--- config.mk ---
export PLATFORM = sky130hd
export DESIGN_NAME = virtio_status_feature_negotiation
export DESIGN_NICKNAME = d
export VERILOG_FILES = /design/src/sv/vsfn_pkg.sv /design/src/sv/vsfn_core.sv /design/src/sv/virtio_status_feature_negotiation.sv
export SDC_FILE = /design/constraint.sdc
export NUM_CORES = 1
export LEC_CHECK = 0
export ABC_AREA = 1
export BUFFER_PORTS_ARGS = -buffer_cell sky130_fd_sc_hd__buf_2
export CAP_MARGIN = 20
export CORE_UTILIZATION = 55
export CTS_CLUSTER_SIZE = 16
export DETAILED_ROUTE_END_ITERATION = 16
export GPL_ROUTABILITY_DRIVEN = 0
export PLACE_DENSITY = 0.77
export SKIP_LAST_GASP = 1
export SLEW_MARGIN = 30
export SYNTH_ARGS = -nofsm -noshare
export SYNTH_HDL_FRONTEND = slang
export SYNTH_SLANG_ARGS = --single-unit
export TNS_END_PERCENT = 10
--- constraint.sdc ---
create_clock -name clk -period 2.9 [get_ports clk]
set_input_delay 0.435 -clock clk [delete_from_list [all_inputs] [get_ports clk]]
set_output_delay 0.435 -clock clk [all_outputs]
set_load 0.1 [all_outputs]
--- src/sv/vsfn_pkg.sv ---
// ----------------------------------------------------------------------------
// vsfn_pkg
// Types, constants and status update function shared by the virtio status
// and feature negotiation block.
// ----------------------------------------------------------------------------
`default_nettype none

package vsfn_pkg;

    localparam int unsigned STATUS_W   = 8;
    localparam int unsigned FEAT_W     = 64;
    localparam int unsigned HALF_W     = 32;
    localparam int unsigned SEL_W      = 2;
    localparam int unsigned IN_DATA_W  = 48;
    localparam int unsigned OUT_DATA_W = 80;
    localparam int unsigned CFG_IDX_W  = 1;

    localparam logic [STATUS_W-1:0] ST_ACK         = 8'h01;
    localparam logic [STATUS_W-1:0] ST_DRIVER      = 8'h02;
    localparam logic [STATUS_W-1:0] ST_DRIVER_OK   = 8'h04;
    localparam logic [STATUS_W-1:0] ST_FEATURES_OK = 8'h08;
    localparam logic [STATUS_W-1:0] ST_FAILED      = 8'h80;
    localparam logic [STATUS_W-1:0] ST_KEEP_MASK   =
        ST_ACK | ST_DRIVER | ST_DRIVER_OK | ST_FEATURES_OK | ST_FAILED;

    localparam logic [FEAT_W-1:0] FEAT_VERSION_1 = 64'h0000_0001_0000_0000;

    localparam logic [SEL_W-1:0] SEL_LOW  = 2'd0;
    localparam logic [SEL_W-1:0] SEL_HIGH = 2'd1;

    localparam logic [CFG_IDX_W-1:0] CFG_DEVICE_FEATURES = 1'd0;
    localparam logic [CFG_IDX_W-1:0] CFG_DEVICE_ACTIVE   = 1'd1;

    typedef enum logic
    {
        MODE_STATUS  = 1'b0,
        MODE_FEATURE = 1'b1
    } mode_t;

    typedef struct packed
    {
        mode_t             mode;
        logic [7:0]        status_byte;
        logic [SEL_W-1:0]  feature_select;
        logic [HALF_W-1:0] feature_word;
    } item_t;

    typedef struct packed
    {
        logic [STATUS_W-1:0] device_status;
        logic [FEAT_W-1:0]   accepted_features;
        logic                reset_request;
        logic                write_ignored;
    } result_t;

    function automatic logic [STATUS_W-1:0] apply_status(
        input logic [STATUS_W-1:0] written,
        input logic [STATUS_W-1:0] stored,
        input logic [FEAT_W-1:0]   drv_feat,
        input logic [FEAT_W-1:0]   dev_feat
    );
        logic [STATUS_W-1:0] s;
        logic [FEAT_W-1:0]   offered;
        s       = (written & ST_KEEP_MASK) | stored;
        offered = dev_feat | FEAT_VERSION_1;
        if ((s & ST_ACK) == '0)
            s = s & ~(ST_DRIVER | ST_FEATURES_OK | ST_DRIVER_OK);
        if ((s & ST_DRIVER) == '0)
            s = s & ~(ST_FEATURES_OK | ST_DRIVER_OK);
        if (((s & ST_FEATURES_OK) != '0) && ((stored & ST_FEATURES_OK) == '0))
        begin
            if (((drv_feat & FEAT_VERSION_1) == '0) || ((drv_feat & ~offered) != '0))
                s = s & ~ST_FEATURES_OK;
        end
        if ((s & ST_FEATURES_OK) == '0)
            s = s & ~ST_DRIVER_OK;
        return s;
    endfunction

endpackage

`default_nettype wire

--- src/sv/vsfn_core.sv ---
// ----------------------------------------------------------------------------
// vsfn_core
// Negotiation state, configuration registers and result register. One
// registered item is applied to the state per advance.
// ----------------------------------------------------------------------------
`default_nettype none

module vsfn_core
(
    input  wire logic                              clk,
    input  wire logic                              rst_n,
    input  wire logic                              cfg_we,
    input  wire logic [vsfn_pkg::CFG_IDX_W-1:0]    cfg_index,
    input  wire logic [vsfn_pkg::FEAT_W-1:0]       cfg_data,
    input  wire logic                              advance,
    input  wire vsfn_pkg::item_t                   item,
    output vsfn_pkg::result_t                      result
);

    logic [vsfn_pkg::FEAT_W-1:0]   dev_feat_reg;
    logic                          dev_active_reg;
    logic [vsfn_pkg::STATUS_W-1:0] status_reg,   status_next;
    logic [vsfn_pkg::FEAT_W-1:0]   drv_feat_reg, drv_feat_next;
    vsfn_pkg::result_t             result_reg,   result_next;
    logic                          ignored;

    always_comb
    begin
        status_next   = status_reg;
        drv_feat_next = drv_feat_reg;
        ignored       = 1'b0;
        if (item.mode == vsfn_pkg::MODE_STATUS)
        begin
            if (item.status_byte == '0)
            begin
                status_next   = '0;
                drv_feat_next = '0;
            end
            else
            begin
                status_next = vsfn_pkg::apply_status(item.status_byte, status_reg,
                                                     drv_feat_reg, dev_feat_reg);
            end
        end
        else
        begin
            if (!dev_active_reg || ((status_reg & vsfn_pkg::ST_FEATURES_OK) != '0) ||
                (item.feature_select != vsfn_pkg::SEL_LOW &&
                 item.feature_select != vsfn_pkg::SEL_HIGH))
                ignored = 1'b1;
            else if (item.feature_select == vsfn_pkg::SEL_LOW)
                drv_feat_next = {drv_feat_reg[63:32], item.feature_word};
            else
                drv_feat_next = {item.feature_word, drv_feat_reg[31:0]};
        end
        result_next.device_status     = status_next;
        result_next.accepted_features = drv_feat_next;
        result_next.reset_request     = (item.mode == vsfn_pkg::MODE_STATUS) &&
                                        (item.status_byte == '0);
        result_next.write_ignored     = ignored;
    end

    always_ff @(posedge clk or negedge rst_n)
    begin
        if (!rst_n)
        begin
            dev_feat_reg   <= '0;
            dev_active_reg <= 1'b1;
            status_reg     <= '0;
            drv_feat_reg   <= '0;
        end
        else
        begin
            if (cfg_we)
            begin
                case (cfg_index)
                    vsfn_pkg::CFG_DEVICE_FEATURES: dev_feat_reg   <= cfg_data;
                    vsfn_pkg::CFG_DEVICE_ACTIVE:   dev_active_reg <= cfg_data[0];
                    default: ;
                endcase
            end
            if (advance)
            begin
                status_reg   <= status_next;
                drv_feat_reg <= drv_feat_next;
            end
        end
    end

    always_ff @(posedge clk)
    begin
        if (advance)
            result_reg <= result_next;
    end

    assign result = result_reg;

endmodule

`default_nettype wire

--- src/sv/virtio_status_feature_negotiation.sv ---
// ----------------------------------------------------------------------------
// virtio_status_feature_negotiation
// Virtio device status and driver feature registers behind a stream port.
// ----------------------------------------------------------------------------
// Each slave transfer is one driver access: tuser selects a status write (0)
// or a driver feature half write (1). Each access yields exactly one master
// transfer carrying the stored status, the stored driver features and the
// reset and ignored flags after that access.
// The access is captured in an input register, applied to the state when
// the output register is free or being read, and its result placed in that
// output register, which drives master tvalid. One access is taken every
// cycle while the receiver does not stall; the status/feature update is a
// combinational step between the two registers.
// If the receiver stalls, the output register holds its result and the input
// register holds one more access; s_tready drops only while both are full and
// m_tready is low.
// Reset clears status and driver features, device_features to zero and
// device_active to one, and empties both registers.
// Configuration writes (cfg_we) take effect at the next edge and are
// expected only while no access is in flight.
// ----------------------------------------------------------------------------
`default_nettype none

module virtio_status_feature_negotiation
(
    input  wire logic                               clk,
    input  wire logic                               rst_n,
    input  wire logic                               cfg_we,
    input  wire logic [vsfn_pkg::CFG_IDX_W-1:0]     cfg_index,
    input  wire logic [vsfn_pkg::FEAT_W-1:0]        cfg_data,
    input  wire logic                               s_tvalid,
    output logic                                    s_tready,
    // [7:0] status_byte, [9:8] feature_select, [41:10] feature_word
    input  wire logic [vsfn_pkg::IN_DATA_W-1:0]     s_tdata,
    // [0] mode
    input  wire logic                               s_tuser,
    output logic                                    m_tvalid,
    input  wire logic                               m_tready,
    // [7:0] device_status, [71:8] accepted_features, [72] reset_request,
    // [73] write_ignored
    output logic [vsfn_pkg::OUT_DATA_W-1:0]         m_tdata
);

    logic              in_valid_reg;
    logic              out_valid_reg;
    vsfn_pkg::item_t   item_reg;
    vsfn_pkg::result_t result;
    logic              advance;

    assign advance  = in_valid_reg && (!out_valid_reg || m_tready);
    assign s_tready = !in_valid_reg || advance;

    always_ff @(posedge clk or negedge rst_n)
    begin
        if (!rst_n)
        begin
            in_valid_reg  <= 1'b0;
            out_valid_reg <= 1'b0;
        end
        else
        begin
            if (s_tready)
                in_valid_reg <= s_tvalid;
            if (advance)
                out_valid_reg <= 1'b1;
            else if (m_tready)
                out_valid_reg <= 1'b0;
        end
    end

    always_ff @(posedge clk)
    begin
        if (s_tvalid && s_tready)
        begin
            item_reg.mode           <= vsfn_pkg::mode_t'(s_tuser);
            item_reg.status_byte    <= s_tdata[7:0];
            item_reg.feature_select <= s_tdata[9:8];
            item_reg.feature_word   <= s_tdata[41:10];
        end
    end

    vsfn_core u_core
    (
        .clk       (clk),
        .rst_n     (rst_n),
        .cfg_we    (cfg_we),
        .cfg_index (cfg_index),
        .cfg_data  (cfg_data),
        .advance   (advance),
        .item      (item_reg),
        .result    (result)
    );

    assign m_tvalid = out_valid_reg;
    assign m_tdata  = {6'd0, result.write_ignored, result.reset_request,
                       result.accepted_features, result.device_status};

    a_ready_when_out_empty: assert property (@(posedge clk) disable iff (!rst_n)
        !out_valid_reg |-> s_tready)
        else $error("input stalled while output register empty");

    a_reset_clears: assert property (@(posedge clk) disable iff (!rst_n)
        (out_valid_reg && result.reset_request) |->
            (result.device_status == '0 && result.accepted_features == '0))
        else $error("reset request with state not cleared");

    a_flags_exclusive: assert property (@(posedge clk) disable iff (!rst_n)
        out_valid_reg |-> !(result.reset_request && result.write_ignored))
        else $error("reset request and ignored write together");

    a_driver_ok_needs_features_ok: assert property (@(posedge clk) disable iff (!rst_n)
        (out_valid_reg && (result.device_status & vsfn_pkg::ST_DRIVER_OK) != '0) |->
            ((result.device_status & vsfn_pkg::ST_FEATURES_OK) != '0))
        else $error("DRIVER_OK without FEATURES_OK");

endmodule

`default_nettype wire
==> load_flow_metrics.sql, run 1 <==
INSERT INTO impl_metrics (metric_group, metric, value, unit) VALUES
('status', 'status', 'finished, final reports clean', ''),
('floorplanning', 'fp.dieW', '142', 'µm'),
('drt', 'drt.antenna.violating_nets', '0', ''),
('synth', 'post_synthesis_simple_gate_area_fraction', '0.0996', ''),
('drt', 'drc_errors', '0', ''),
('sta', 'max_clock_freq', '500', 'MHz'),
('global_route', 'antenna_found_initial', '3', ''),
('synth', 'yosys.area_share.xor_xnor', '0', ''),
('final_layout', 'stdcell_area', '12800', 'µm²'),
('synth', 'postSynth.asyncResetShare', '0.541', ''),
('pwr', 'finalPower', '12.8', 'mW'),
('synth', 'number_of_distinct_library_cell_variants_in_the_gate_level_netlist_after_synthesis', '30', ''),
('setup_path', 'worst_setup_path_start_kind', 'flip-flop', ''),
('pwr', 'vdd_ir_drop_max', '0.519', 'mV'),
('cts', 'cts.path.max_buffers', '3', ''),
('synth', 'synth_enable_flop_cells', '117', ''),
('cts', 'cts-root-buf', 'sky130_fd_sc_hd__clkbuf_16', ''),
('final_layout', 'utilization', '0.659', ''),
('drt', 'drt_pass1_iterations', '5', ''),
('pwr', 'proportion_of_power_drawn_by_combinational_gates', '0.344', ''),
('cts', 'cts_repair_resize_count', '0', ''),
('setup_path', 'timing.critical_path.arrival', '2.42', 'ns'),
('synth', 'netlist_instances', '1024', ''),
('final_layout', 'final-seq-area', '6970', 'µm²'),
('setup_path', 'endpoint_kind', 'flip-flop', ''),
('floorplanning', 'initial_core_util', '0.559', ''),
('floorplanning', 'fp.dieArea', '20300', 'µm²'),
('synth', 'commonest_register_cell_after_synthesis', 'sky130_fd_sc_hd__dfrtp_1', ''),
('global_route', 'grt_max_degree', '83', ''),
('cts', 'path_clk_slew', '0.06', 'ns'),
('final_layout', 'combined_area_of_the_multi_input_logic_cells', '2910', 'µm²'),
('drt', 'wl_per_cell', '15.2', 'µm'),
('drt', 'route.vias.total', '7413', ''),
('sta', 'setup_viol_count_final', '0', ''),
('synth', 'synth_area_per_cell', '10.6', 'µm²'),
('pwr', 'power.static_leakage', '5.97', 'nW'),
('cts', 'tritoncts', 'built', ''),
('pwr', 'internal_power', '7.63', 'mW'),
('sta', 'hold_viol_final', '0', ''),
('synth', 'ys_seq_elements', '255', ''),
('final_layout', 'finalNetCount', '1325', ''),
('global_route', 'globalRoute.totalOverflow', '0', ''),
('pwr', 'p_seq_frac', '0.412', ''),
('synth', 'synth_commonest_cells', 'sky130_fd_sc_hd__nand2_1, sky130_fd_sc_hd__inv_1, sky130_fd_sc_hd__dfrtp_1, sky130_fd_sc_hd__edfxtp_1, sky130_fd_sc_hd__nor2_1', ''),
('placement', 'place_hpwl', '15.7', 'mm'),
('global_route', 'grt_use_total', '0.228', ''),
('sta', 'maxSlewHeadroom', '0.379', ''),
('hold_path', 'hold_path_class', 'input pin to flip-flop', ''),
('floorplanning', 'number_of_cell_rows', '51', ''),
('synth', 'synthDominantCellAreaShare', '0.324', ''),
('cts', 'clk-insertion-delay-late', '0.52', 'ns'),
('placement', 'place_area', '12000', 'µm²'),
('setup_path', 'worst_ep_required_time', '3.33', 'ns'),
('cts', 'cts_num_sinks', '255', ''),
('placement', 'dp.cells', '1442', ''),
('synth', 'share_of_the_synthesized_area_in_compound_gates_ao_oa_aoi_oai', '0.160', ''),
('sta', 'period_share', '0.689', ''),
('synth', 'synth_adder_area_share', '0', ''),
('global_route', 'wire_length_of_the_first_global_routing_pass', '35.6', 'mm'),
('global_route', 'grt_pass1_vias', '6944', ''),
('sta', 'transition_time_at_the_pin_with_the_least_slew_margin', '0.932', 'ns'),
('final_layout', 'instances_no_fill', '1494', ''),
('drt', 'route.final.wire_length', '22.7', 'mm'),
('synth', 'number_of_warnings_reported_in_the_yosys_synthesis_log', '0', ''),
('synth', 'seq_area_frac_synth', '0.642', ''),
('pwr', 'p_per_area', '1000', 'nW/µm²'),
('pwr', 'clkPwrFrac', '0.244', ''),
('pwr', 'swShare', '0.405', ''),
('sta', 'final.min_clock_period', '2.00', 'ns'),
('synth', 'synth_top_family_by_area', 'compound AO/OA/AOI/OAI gates', ''),
('cts', 'numCtsBuffers', '26', '');
-- critical path, stage by stage (launching register included) --
cell,delay (ns)
sky130_fd_sc_hd__edfxtp_1,0.51
sky130_fd_sc_hd__nand3_4,0.12
sky130_fd_sc_hd__buf_4,0.69
sky130_fd_sc_hd__o21ai_0,0.20
sky130_fd_sc_hd__a21oi_1,0.19
sky130_fd_sc_hd__nand2_1,0.07
sky130_fd_sc_hd__o21ai_0,0.08
-- stage by stage --
step | setup slack (ns) | hold slack [ns]
after floorplan | 0.0293 | 0.139
after global placement | 0.966 | 0.449
after detailed placement | 0.902 | 0.460
after CTS | 0.892 | 0.0687
after global routing | 0.720 | 0.0687
final | 0.902 | 0.0896
-- power groups by stage --
stage	logic (mW)	clock network [mW]	registers, mW
floorplan	1.64	0	7.22
global placement	4.31	0	5.32
detailed placement	4.42	0	5.35
CTS	4.44	3.20	5.29
global route	4.75	3.33	5.38
finish	4.42	3.12	5.29
-- cells by family (layout without fill, tap and decap cells) --
kind of cell	Yosys count	count (layout)
buffers and inverters	219	416
AOI/OAI and AO/OA	267	267
other	1	9
and+or+nand+nor	277	277
DFF	255	255
muxes	5	5
-- cell usage in the layout, fill, tap and decap left out, types with 2 or more instances in the layout --
| cell | netlist | layout |
|---|---|---|
| sky130_fd_sc_hd__a21oi_1 | 69 | 69 |
| sky130_fd_sc_hd__a21oi_2 | 54 | 54 |
| sky130_fd_sc_hd__buf_12 | 5 | 6 |
| sky130_fd_sc_hd__buf_2 | 14 | 186 |
| sky130_fd_sc_hd__buf_4 | 9 | 8 |
| sky130_fd_sc_hd__clkbuf_1 | 10 | 13 |
| sky130_fd_sc_hd__clkbuf_16 | 0 | 27 |
| sky130_fd_sc_hd__clkinv_1 | 0 | 2 |
| sky130_fd_sc_hd__clkinv_2 | 0 | 4 |
| sky130_fd_sc_hd__conb_1 | 1 | 6 |
| sky130_fd_sc_hd__dfrtp_1 | 137 | 137 |
| sky130_fd_sc_hd__diode_2 | 0 | 3 |
| sky130_fd_sc_hd__edfxtp_1 | 117 | 117 |
| sky130_fd_sc_hd__inv_1 | 163 | 161 |
| sky130_fd_sc_hd__inv_2 | 3 | 4 |
| sky130_fd_sc_hd__mux2_2 | 5 | 5 |
| sky130_fd_sc_hd__nand2_1 | 186 | 185 |
| sky130_fd_sc_hd__nand2_4 | 0 | 2 |
| sky130_fd_sc_hd__nand4_1 | 4 | 4 |
| sky130_fd_sc_hd__nor2_1 | 80 | 80 |
| sky130_fd_sc_hd__o21ai_0 | 71 | 71 |
| sky130_fd_sc_hd__o21ai_1 | 20 | 20 |
| sky130_fd_sc_hd__o21ai_2 | 50 | 50 |
-- layout make-up --
class	instances	area share
Timing Repair Buffer	202	0.0886
Tap cell	265	0.0260
Multi-Input combinational cell	555	0.228
Sequential cell	255	0.545
Clock inverter	7	0.00450
Clock buffer	41	0.0578
Inverter	166	0.0492
Antenna cell	3	0.000588
-- path summary, 6_finish.rpt --
path | start | depth (start not counted) | slack, ns | end
min in group asynchronous | rst_n | 2 | 0.54 | u_core.dev_feat_reg[60]$_DFFE_PN0P_
worst max-delay path | item_reg[42]$_DFFE_PP_ | 6 | 0.90 | u_core.drv_feat_reg[59]$_DFFE_PN0P_
worst max register to register | item_reg[42]$_DFFE_PP_ | 6 | 0.90 | u_core.drv_feat_reg[59]$_DFFE_PN0P_
worst min register to register | u_core.status_reg[5]$_DFFE_PN0P_ | 2 | 0.47 | u_core.status_reg[5]$_DFFE_PN0P_
worst min-delay path | s_tdata[20] | 1 | 0.09 | item_reg[10]$_DFFE_PP_
max in group asynchronous | rst_n | 3 | 1.57 | u_core.dev_feat_reg[51]$_DFFE_PN0P_
-- per-layer routing --
layer	track usage	vias up	share of wire
met5	0	-	0
met4	0.0826	0	0.028
met3	0.0367	48	0.055
met2	0.348	230	0.46
met1	0.333	3459	0.46
li1	-	3676	-
-- timing repair --
| item | in CTS | in global routing |
|---|---|---|
| endpoints found under the hold margin | 1 | 0 |
| setup buffers | 0 | 0 |
| hold buffers | 1 | 0 |
Note: power is estimated with default switching activity, not from simulation.
==> run 2: changes to the inputs <==
- clock period: 2.9 -> 1.98 ns (I/O delays scaled with it)
==> run 2 against run 1 <==
Against the previous run:
- sequential power up 47%
- routed wire length up 5.6%
- total power up 50%
- sequential share of layout area down 2.7 points
- via count up 2.9%
- register-to-register slack worse by 0.75 ns
- combinational power up 50%
- final cell count grew 3.2%
- sequential cell count stayed put
- setup slack worse by 0.75 ns
- critical endpoint is now u_core.result[45]$_DFFE_PP_
- core utilization grew 3.5 points
==> load_flow_metrics.sql, run 2 (same netlist as run 1, synthesis figures left out) <==
INSERT INTO impl_metrics (metric_group, metric, value, unit) VALUES
('global_route', 'grt_max_degree', '60', ''),
('floorplanning', 'dieHeight', '142', 'µm'),
('final_layout', 'finalNetCount', '1376', ''),
('global_route', 'grt_pass1_vias', '7359', ''),
('sta', 'worst_hold_slack', '0.0168', 'ns'),
('floorplanning', 'fp.dieW', '142', 'µm'),
('sta', 'transition_time_at_the_pin_with_the_least_slew_margin', '0.536', 'ns'),
('sta', 'hold_viol_final', '0', ''),
('final_layout', 'layout.cells.most_common', 'sky130_fd_sc_hd__buf_2', ''),
('pwr', 'swShare', '0.401', ''),
('sta', 'rsz_0062_raised_after_global_routing', 'false', ''),
('setup_path', 'crit_slowest_cell', 'sky130_fd_sc_hd__edfxtp_1', ''),
('setup_path', 'worst_ep_required_time', '2.25', 'ns'),
('setup_path', 'stage_delay_of_the_slowest_cell_on_the_critical_path', '0.45', 'ns'),
('placement', 'place_hpwl', '15.9', 'mm'),
('drt', 'wl_per_cell', '15.6', 'µm'),
('setup_path', 'endpoint_of_the_worst_setup_timing_path', 'u_core.result[45]$_DFFE_PP_', ''),
('floorplanning', 'boundaryPins', '201', ''),
('sta', 'slew_violations', '0', ''),
('cts', 'cts_num_sinks', '255', ''),
('pwr', 'total_switching_power', '7.73', 'mW'),
('global_route', 'grt_use_total', '0.242', ''),
('setup_path', 'timing.critical_path.arrival', '2.10', 'ns'),
('cts', 'ctsHtreeMaxLevel', '1', ''),
('drt', 'avg_vias_per_cell', '4.95', ''),
('pwr', 'finalPower', '19.3', 'mW'),
('final_layout', 'drive_gt1_frac', '0.287', ''),
('pwr', 'clkPwrFrac', '0.256', ''),
('pwr', 'vdd_ir_drop_max', '0.903', 'mV'),
('final_layout', 'flow.area_growth_from_synthesis', '24.0', '%'),
('final_layout', 'stdcell_area', '13500', 'µm²'),
('hold_path', 'hold_path_class', 'input pin to flip-flop', ''),
('placement', 'port_buffers', '187', ''),
('pwr', 'internal_power', '11.6', 'mW'),
('sta', 'max_clock_freq', '546', 'MHz'),
('floorplanning', 'number_of_cell_rows', '51', ''),
('cts', 'clk-insertion-delay-late', '0.52', 'ns'),
('sta', 'maxSlewHeadroom', '0.645', ''),
('sta', 'final.min_clock_period', '1.83', 'ns'),
('setup_path', 'worst-setup-path-type', 'flip-flop to flip-flop', ''),
('cts', 'path_clk_slew', '0.06', 'ns'),
('cts', 'numCtsBuffers', '26', ''),
('placement', 'post-place-ws', '0.138', 'ns'),
('drt', 'drc_errors', '0', ''),
('setup_path', 'critical_path_depth', '6', ''),
('setup_path', 'endpoint_kind', 'flip-flop', ''),
('pwr', 'p_seq_frac', '0.401', ''),
('setup_path', 'worst_setup_path_start_kind', 'flip-flop', ''),
('setup_path', 'cp_cell_sequence', 'nor2_1 -> nand4_1 -> or2_4 -> buf_12 -> o21ai_2 -> a21oi_2', ''),
('final_layout', 'largest_register_ffs', '74', ''),
('pwr', 'p_per_area', '1440', 'nW/µm²'),
('cts', 'cts-root-buf', 'sky130_fd_sc_hd__clkbuf_16', ''),
('setup_path', 'ff2ff_setup_slack', '0.15', 'ns'),
('setup_path', 'regToRegStartpoint', 'item_reg[37]$_DFFE_PP_', ''),
('hold_path', 'hold_path_depth', '3', ''),
('placement', 'place_area', '12100', 'µm²'),
('sta', 'finClkSkew', '0.0103', 'ns'),
('drt', 'route.final.wire_length', '24.0', 'mm'),
('drt', 'route.vias.total', '7630', ''),
('setup_path', 'critical_path.reg2reg.endpoint', 'u_core.result[45]$_DFFE_PP_', ''),
('setup_path', 'worst-r2r-cell-count', '6', ''),
('pwr', 'proportion_of_power_drawn_by_combinational_gates', '0.343', ''),
('global_route', 'antenna_found_initial', '0', ''),
('setup_path', 'worstSetupStartpoint', 'item_reg[37]$_DFFE_PP_', ''),
('global_route', 'globalRoute.totalOverflow', '0', ''),
('run', 'timing.max_cap.violations', '0', ''),
('final_layout', 'utilization', '0.694', ''),
('floorplanning', 'placeableCoreArea', '19400', 'µm²'),
('cts', 'cts.path.max_buffers', '3', ''),
('floorplanning', 'initial_core_util', '0.559', ''),
('setup_path', 'critPathTopFamily', 'simple AND/OR/NAND/NOR gates', ''),
('final_layout', 'instances_no_fill', '1542', ''),
('pwr', 'power.static_leakage', '6.25', 'nW'),
('setup_path', 'worstPathMaxFanout', '33', ''),
('final_layout', 'most-common-layout-cells', 'sky130_fd_sc_hd__buf_2, sky130_fd_sc_hd__nand2_1, sky130_fd_sc_hd__inv_1', ''),
('global_route', 'wire_length_of_the_first_global_routing_pass', '37.4', 'mm'),
('placement', 'dp.cells', '1447', ''),
('sta', 'period_share', '0.924', ''),
('floorplanning', 'fp.dieArea', '20300', 'µm²'),
('status', 'status', 'finished, final reports clean', ''),
('drt', 'drt_pass1_iterations', '5', ''),
('sta', 'postLayoutSetupSlackWorst', '0.150', 'ns'),
('final_layout', 'antenna_cells_inserted', '0', ''),
('cts', 'tritoncts', 'built', ''),
('sta', 'setup_viol_count_final', '0', ''),
('sta', 'setup_total_negative_slack', '0', 'ns'),
('drt', 'drt.antenna.violating_nets', '0', ''),
('drt', 'drt-initial-drc-count', '517', ''),
('setup_path', 'worst-path-buf-inv', '1', '');
run 2: changes by cell type in the layout (fill, tap and decap cells not counted), sizes merged, moves of 2 or more:
cell | previous run | this run
dlygate4sd3 | 1 | 47
buf | 201 | 206
clkbuf | 41 | 37
diode | 3 | 0
bufinv | 1 | 3
clkinvlp | 0 | 2
run 2: worst min path at each step:
| stage | from | end | slack (ns) |
|---|---|---|---|
| after floorplan | rst_n | in_valid_reg$_DFFE_PN0N_ | 0.001 |
| after global placement | rst_n | u_core.dev_feat_reg[59]$_DFFE_PN0P_ | 0.29 |
| after detailed placement | rst_n | u_core.dev_feat_reg[57]$_DFFE_PN0P_ | 0.29 |
| after CTS | s_tvalid | in_valid_reg$_DFFE_PN0N_ | 0.0004 |
| after global routing | s_tvalid | in_valid_reg$_DFFE_PN0N_ | 0.005 |
| final | s_tvalid | in_valid_reg$_DFFE_PN0N_ | 0.02 |
run 2: cell type report:
class                           instances  area [µm²]
Tap cell                              265         332
Multi-Input combinational cell        555        2930
Sequential cell                       255        6970
Clock buffer                           37         733
Inverter                              166         632
Timing Repair Buffer                  253        1730
Clock inverter                         11         128
Fill cell                            1455        5940
run 2: power groups by stage:
stage	Sequential [mW]	Clock (mW)	Combinational (mW)
after global routing	7.89	5.23	7.11
final	7.75	4.94	6.62
after detailed placement	7.83	0	6.52
after floorplan	10.6	0	2.41
after global placement	7.80	0	6.37
after CTS	7.74	5.02	6.62
run 2: timing repair:
| action | CTS | global route |
|---|---|---|
| hold buffers | 47 | 0 |
| resized for setup | 0 | 0 |
| setup buffers | 0 | 0 |
| hold endpoints to repair | 92 | 0 |
run 2: routing by layer:
metal | part of all wire | track usage
met5 | 0 | 0
met3 | 0.066 | 0.0400
met4 | 0.023 | 0.0741
met2 | 0.47 | 0.388
met1 | 0.44 | 0.341
run 2: tightest hold or removal path, delay by kind of cell:
family | cells | cell delay (ns)
buf+inv | 1 | 0.10
simple gates | 2 | 0.11
==> run 3: changes to the inputs <==
- BUFFER_PORTS_ARGS: -buffer_cell sky130_fd_sc_hd__buf_2 -> not set
- CTS_CLUSTER_SIZE: 16 -> 40
- DONT_BUFFER_PORTS: not set -> 1
- PLACE_DENSITY: 0.77 -> 0.68
- SLEW_MARGIN: 30 -> 10
==> run 3 against run 2 <==
Against the previous run:
- the run now ends with negative hold slack left
- routed wire length up 1.3%
- sequential cell count unchanged
- via count down 2.8%
- total power up 0.63%
- critical path type unchanged
- critical endpoint is now u_core.drv_feat_reg[55]$_DFFE_PN0P_
==> load_flow_metrics.sql, run 3 (same netlist as run 1, synthesis figures left out) <==
INSERT INTO impl_metrics (metric_group, metric, value, unit) VALUES
('status', 'status', 'finished, violations left', ''),
('status', 'failing_checks', 'negative hold slack', ''),
('cts', 'path_clk_slew', '0.06', 'ns'),
('sta', 'transition_time_at_the_pin_with_the_least_slew_margin', '0.569', 'ns'),
('sta', 'postLayoutSetupSlackWorst', '0.161', 'ns'),
('setup_path', 'stage_delay_of_the_slowest_cell_on_the_critical_path', '0.54', 'ns'),
('setup_path', 'worst-path-buf-inv', '1', ''),
('drt', 'drt-initial-drc-count', '483', ''),
('cts', 'cts.hold.buffers_added', '110', ''),
('sta', 'rsz_0062_raised_after_global_routing', 'false', ''),
('final_layout', 'fillerInstances', '1423', ''),
('global_route', 'grt_pass1_vias', '7277', ''),
('placement', 'port_buffers', '0', ''),
('placement', 'post-place-ws', '0.181', 'ns'),
('final_layout', 'drive_gt1_frac', '0.207', ''),
('floorplanning', 'initial_core_util', '0.559', ''),
('final_layout', 'flow.area_growth_from_synthesis', '25.8', '%'),
('floorplanning', 'fp.dieArea', '20300', 'µm²'),
('drt', 'drt_pass1_iterations', '4', ''),
('drt', 'route.vias.total', '7419', ''),
('final_layout', 'finalNetCount', '1328', ''),
('setup_path', 'critPathTopFamily', 'flip-flops', ''),
('run', 'timing.max_cap.violations', '0', ''),
('sta', 'setup_viol_count_final', '0', ''),
('final_layout', 'most-common-layout-cells', 'sky130_fd_sc_hd__nand2_1, sky130_fd_sc_hd__inv_1, sky130_fd_sc_hd__dfrtp_1', ''),
('setup_path', 'worstPathMaxFanout', '16', ''),
('setup_path', 'worst_ep_required_time', '2.37', 'ns'),
('drt', 'drt.antenna.violating_nets', '0', ''),
('drt', 'avg_vias_per_cell', '4.96', ''),
('hold_path', 'hold_path_class', 'input pin to async pin', ''),
('cts', 'cts.path.max_buffers', '3', ''),
('cts', 'ctsHtreeMaxLevel', '1', ''),
('cts', 'clk-insertion-delay-late', '0.52', 'ns'),
('global_route', 'globalRoute.totalOverflow', '0', ''),
('pwr', 'p_per_area', '1420', 'nW/µm²'),
('final_layout', 'utilization', '0.703', ''),
('drt', 'wl_per_cell', '16.3', 'µm'),
('sta', 'slew_violations', '0', ''),
('floorplanning', 'fp.dieW', '142', 'µm'),
('final_layout', 'largest_register_ffs', '74', ''),
('floorplanning', 'boundaryPins', '201', ''),
('sta', 'hold_viol_final', '138', ''),
('sta', 'maxSlewHeadroom', '0.620', ''),
('final_layout', 'instances_no_fill', '1495', ''),
('cts', 'cts_num_sinks', '255', ''),
('sta', 'setup_total_negative_slack', '0', 'ns'),
('pwr', 'power.static_leakage', '6.10', 'nW'),
('setup_path', 'timing.critical_path.arrival', '2.21', 'ns'),
('sta', 'final.min_clock_period', '1.82', 'ns'),
('global_route', 'antenna_found_initial', '1', ''),
('sta', 'finClkSkew', '0.00936', 'ns'),
('sta', 'max_clock_freq', '550', 'MHz'),
('drt', 'route.final.wire_length', '24.3', 'mm'),
('pwr', 'vdd_ir_drop_max', '0.812', 'mV'),
('floorplanning', 'dieHeight', '142', 'µm'),
('cts', 'tritoncts', 'built', ''),
('placement', 'dp.cells', '1336', ''),
('global_route', 'wire_length_of_the_first_global_routing_pass', '38.0', 'mm'),
('global_route', 'grt_use_total', '0.244', ''),
('setup_path', 'worst-setup-path-type', 'flip-flop to flip-flop', ''),
('drt', 'drc_errors', '0', ''),
('setup_path', 'cp_cell_sequence', 'nand2_1 -> nor2_4 -> nand3_4 -> buf_4 -> o21ai_0 -> a21oi_1 -> nand2_1 -> o21ai_0', ''),
('setup_path', 'endpoint_kind', 'flip-flop', ''),
('final_layout', 'layout.cells.most_common', 'sky130_fd_sc_hd__nand2_1', ''),
('floorplanning', 'number_of_cell_rows', '51', ''),
('cts', 'cts-root-buf', 'sky130_fd_sc_hd__clkbuf_16', ''),
('global_route', 'grt_max_degree', '139', ''),
('sta', 'period_share', '0.919', ''),
('cts', 'cts_repair_resize_count', '0', ''),
('cts', 'setup_buffers_after_cts', '0', ''),
('setup_path', 'worst_setup_path_start_kind', 'flip-flop', ''),
('setup_path', 'crit_slowest_cell', 'sky130_fd_sc_hd__dfstp_2', ''),
('sta', 'worst_hold_slack', '-0.524', 'ns'),
('floorplanning', 'placeableCoreArea', '19400', 'µm²'),
('cts', 'numCtsBuffers', '26', ''),
('placement', 'place_hpwl', '15.3', 'mm');
run 3: final timing paths:
check,slack (ns),depth (start not counted),startpoint,endpoint
min reg2reg,0.46,2,u_core.status_reg[4]$_DFFE_PN0P_,u_core.status_reg[4]$_DFFE_PN0P_
max,0.16,8,u_core.dev_active_reg$_DFFE_PN1P_,u_core.drv_feat_reg[55]$_DFFE_PN0P_
max in group asynchronous,2.21,0,rst_n,u_core.dev_active_reg$_DFFE_PN1P_
min in group clk,0.33,3,cfg_we,u_core.dev_feat_reg[0]$_DFFE_PN0P_
max reg2reg,0.16,8,u_core.dev_active_reg$_DFFE_PN1P_,u_core.drv_feat_reg[55]$_DFFE_PN0P_
min,-0.52,0,rst_n,u_core.dev_feat_reg[57]$_DFFE_PN0P_
run 3: layout make-up:
type / instances / area, µm² / share of cell area
Tap cell: 265 / 332 / 0.0243
Multi-Input combinational cell: 555 / 2930 / 0.215
Clock inverter: 6 / 78.8 / 0.00578
Timing Repair Buffer: 205 / 1930 / 0.141
Sequential cell: 255 / 6970 / 0.511
Inverter: 166 / 632 / 0.0463
Clock buffer: 42 / 772 / 0.0566
Antenna cell: 1 / 2.50 / 0.000183
run 3: power breakdown:
group          internal [mW]  total (mW)  switching (mW)
clock network           2.92        4.86            1.94
registers               7.13        7.78           0.646
logic                   1.70        6.79            5.09
run 3: routing by layer:
metal | GRT usage | vias up | routed length (µm)
li1 | - | 3673 | -
met1 | 0.340 | 3503 | 11000
met2 | 0.397 | 202 | 11500
met3 | 0.0417 | 41 | 1230
met4 | 0.0656 | 0 | 531
met5 | 0 | - | 0
run 3: through the flow:
step | area (µm²) | power (mW)
floorplan | 10900 | 13.0
global placement | 11700 | 14.3
global route | 13600 | 20.3
detailed placement | 11700 | 14.4
CTS | 13600 | 19.5
finish | 13600 | 19.4
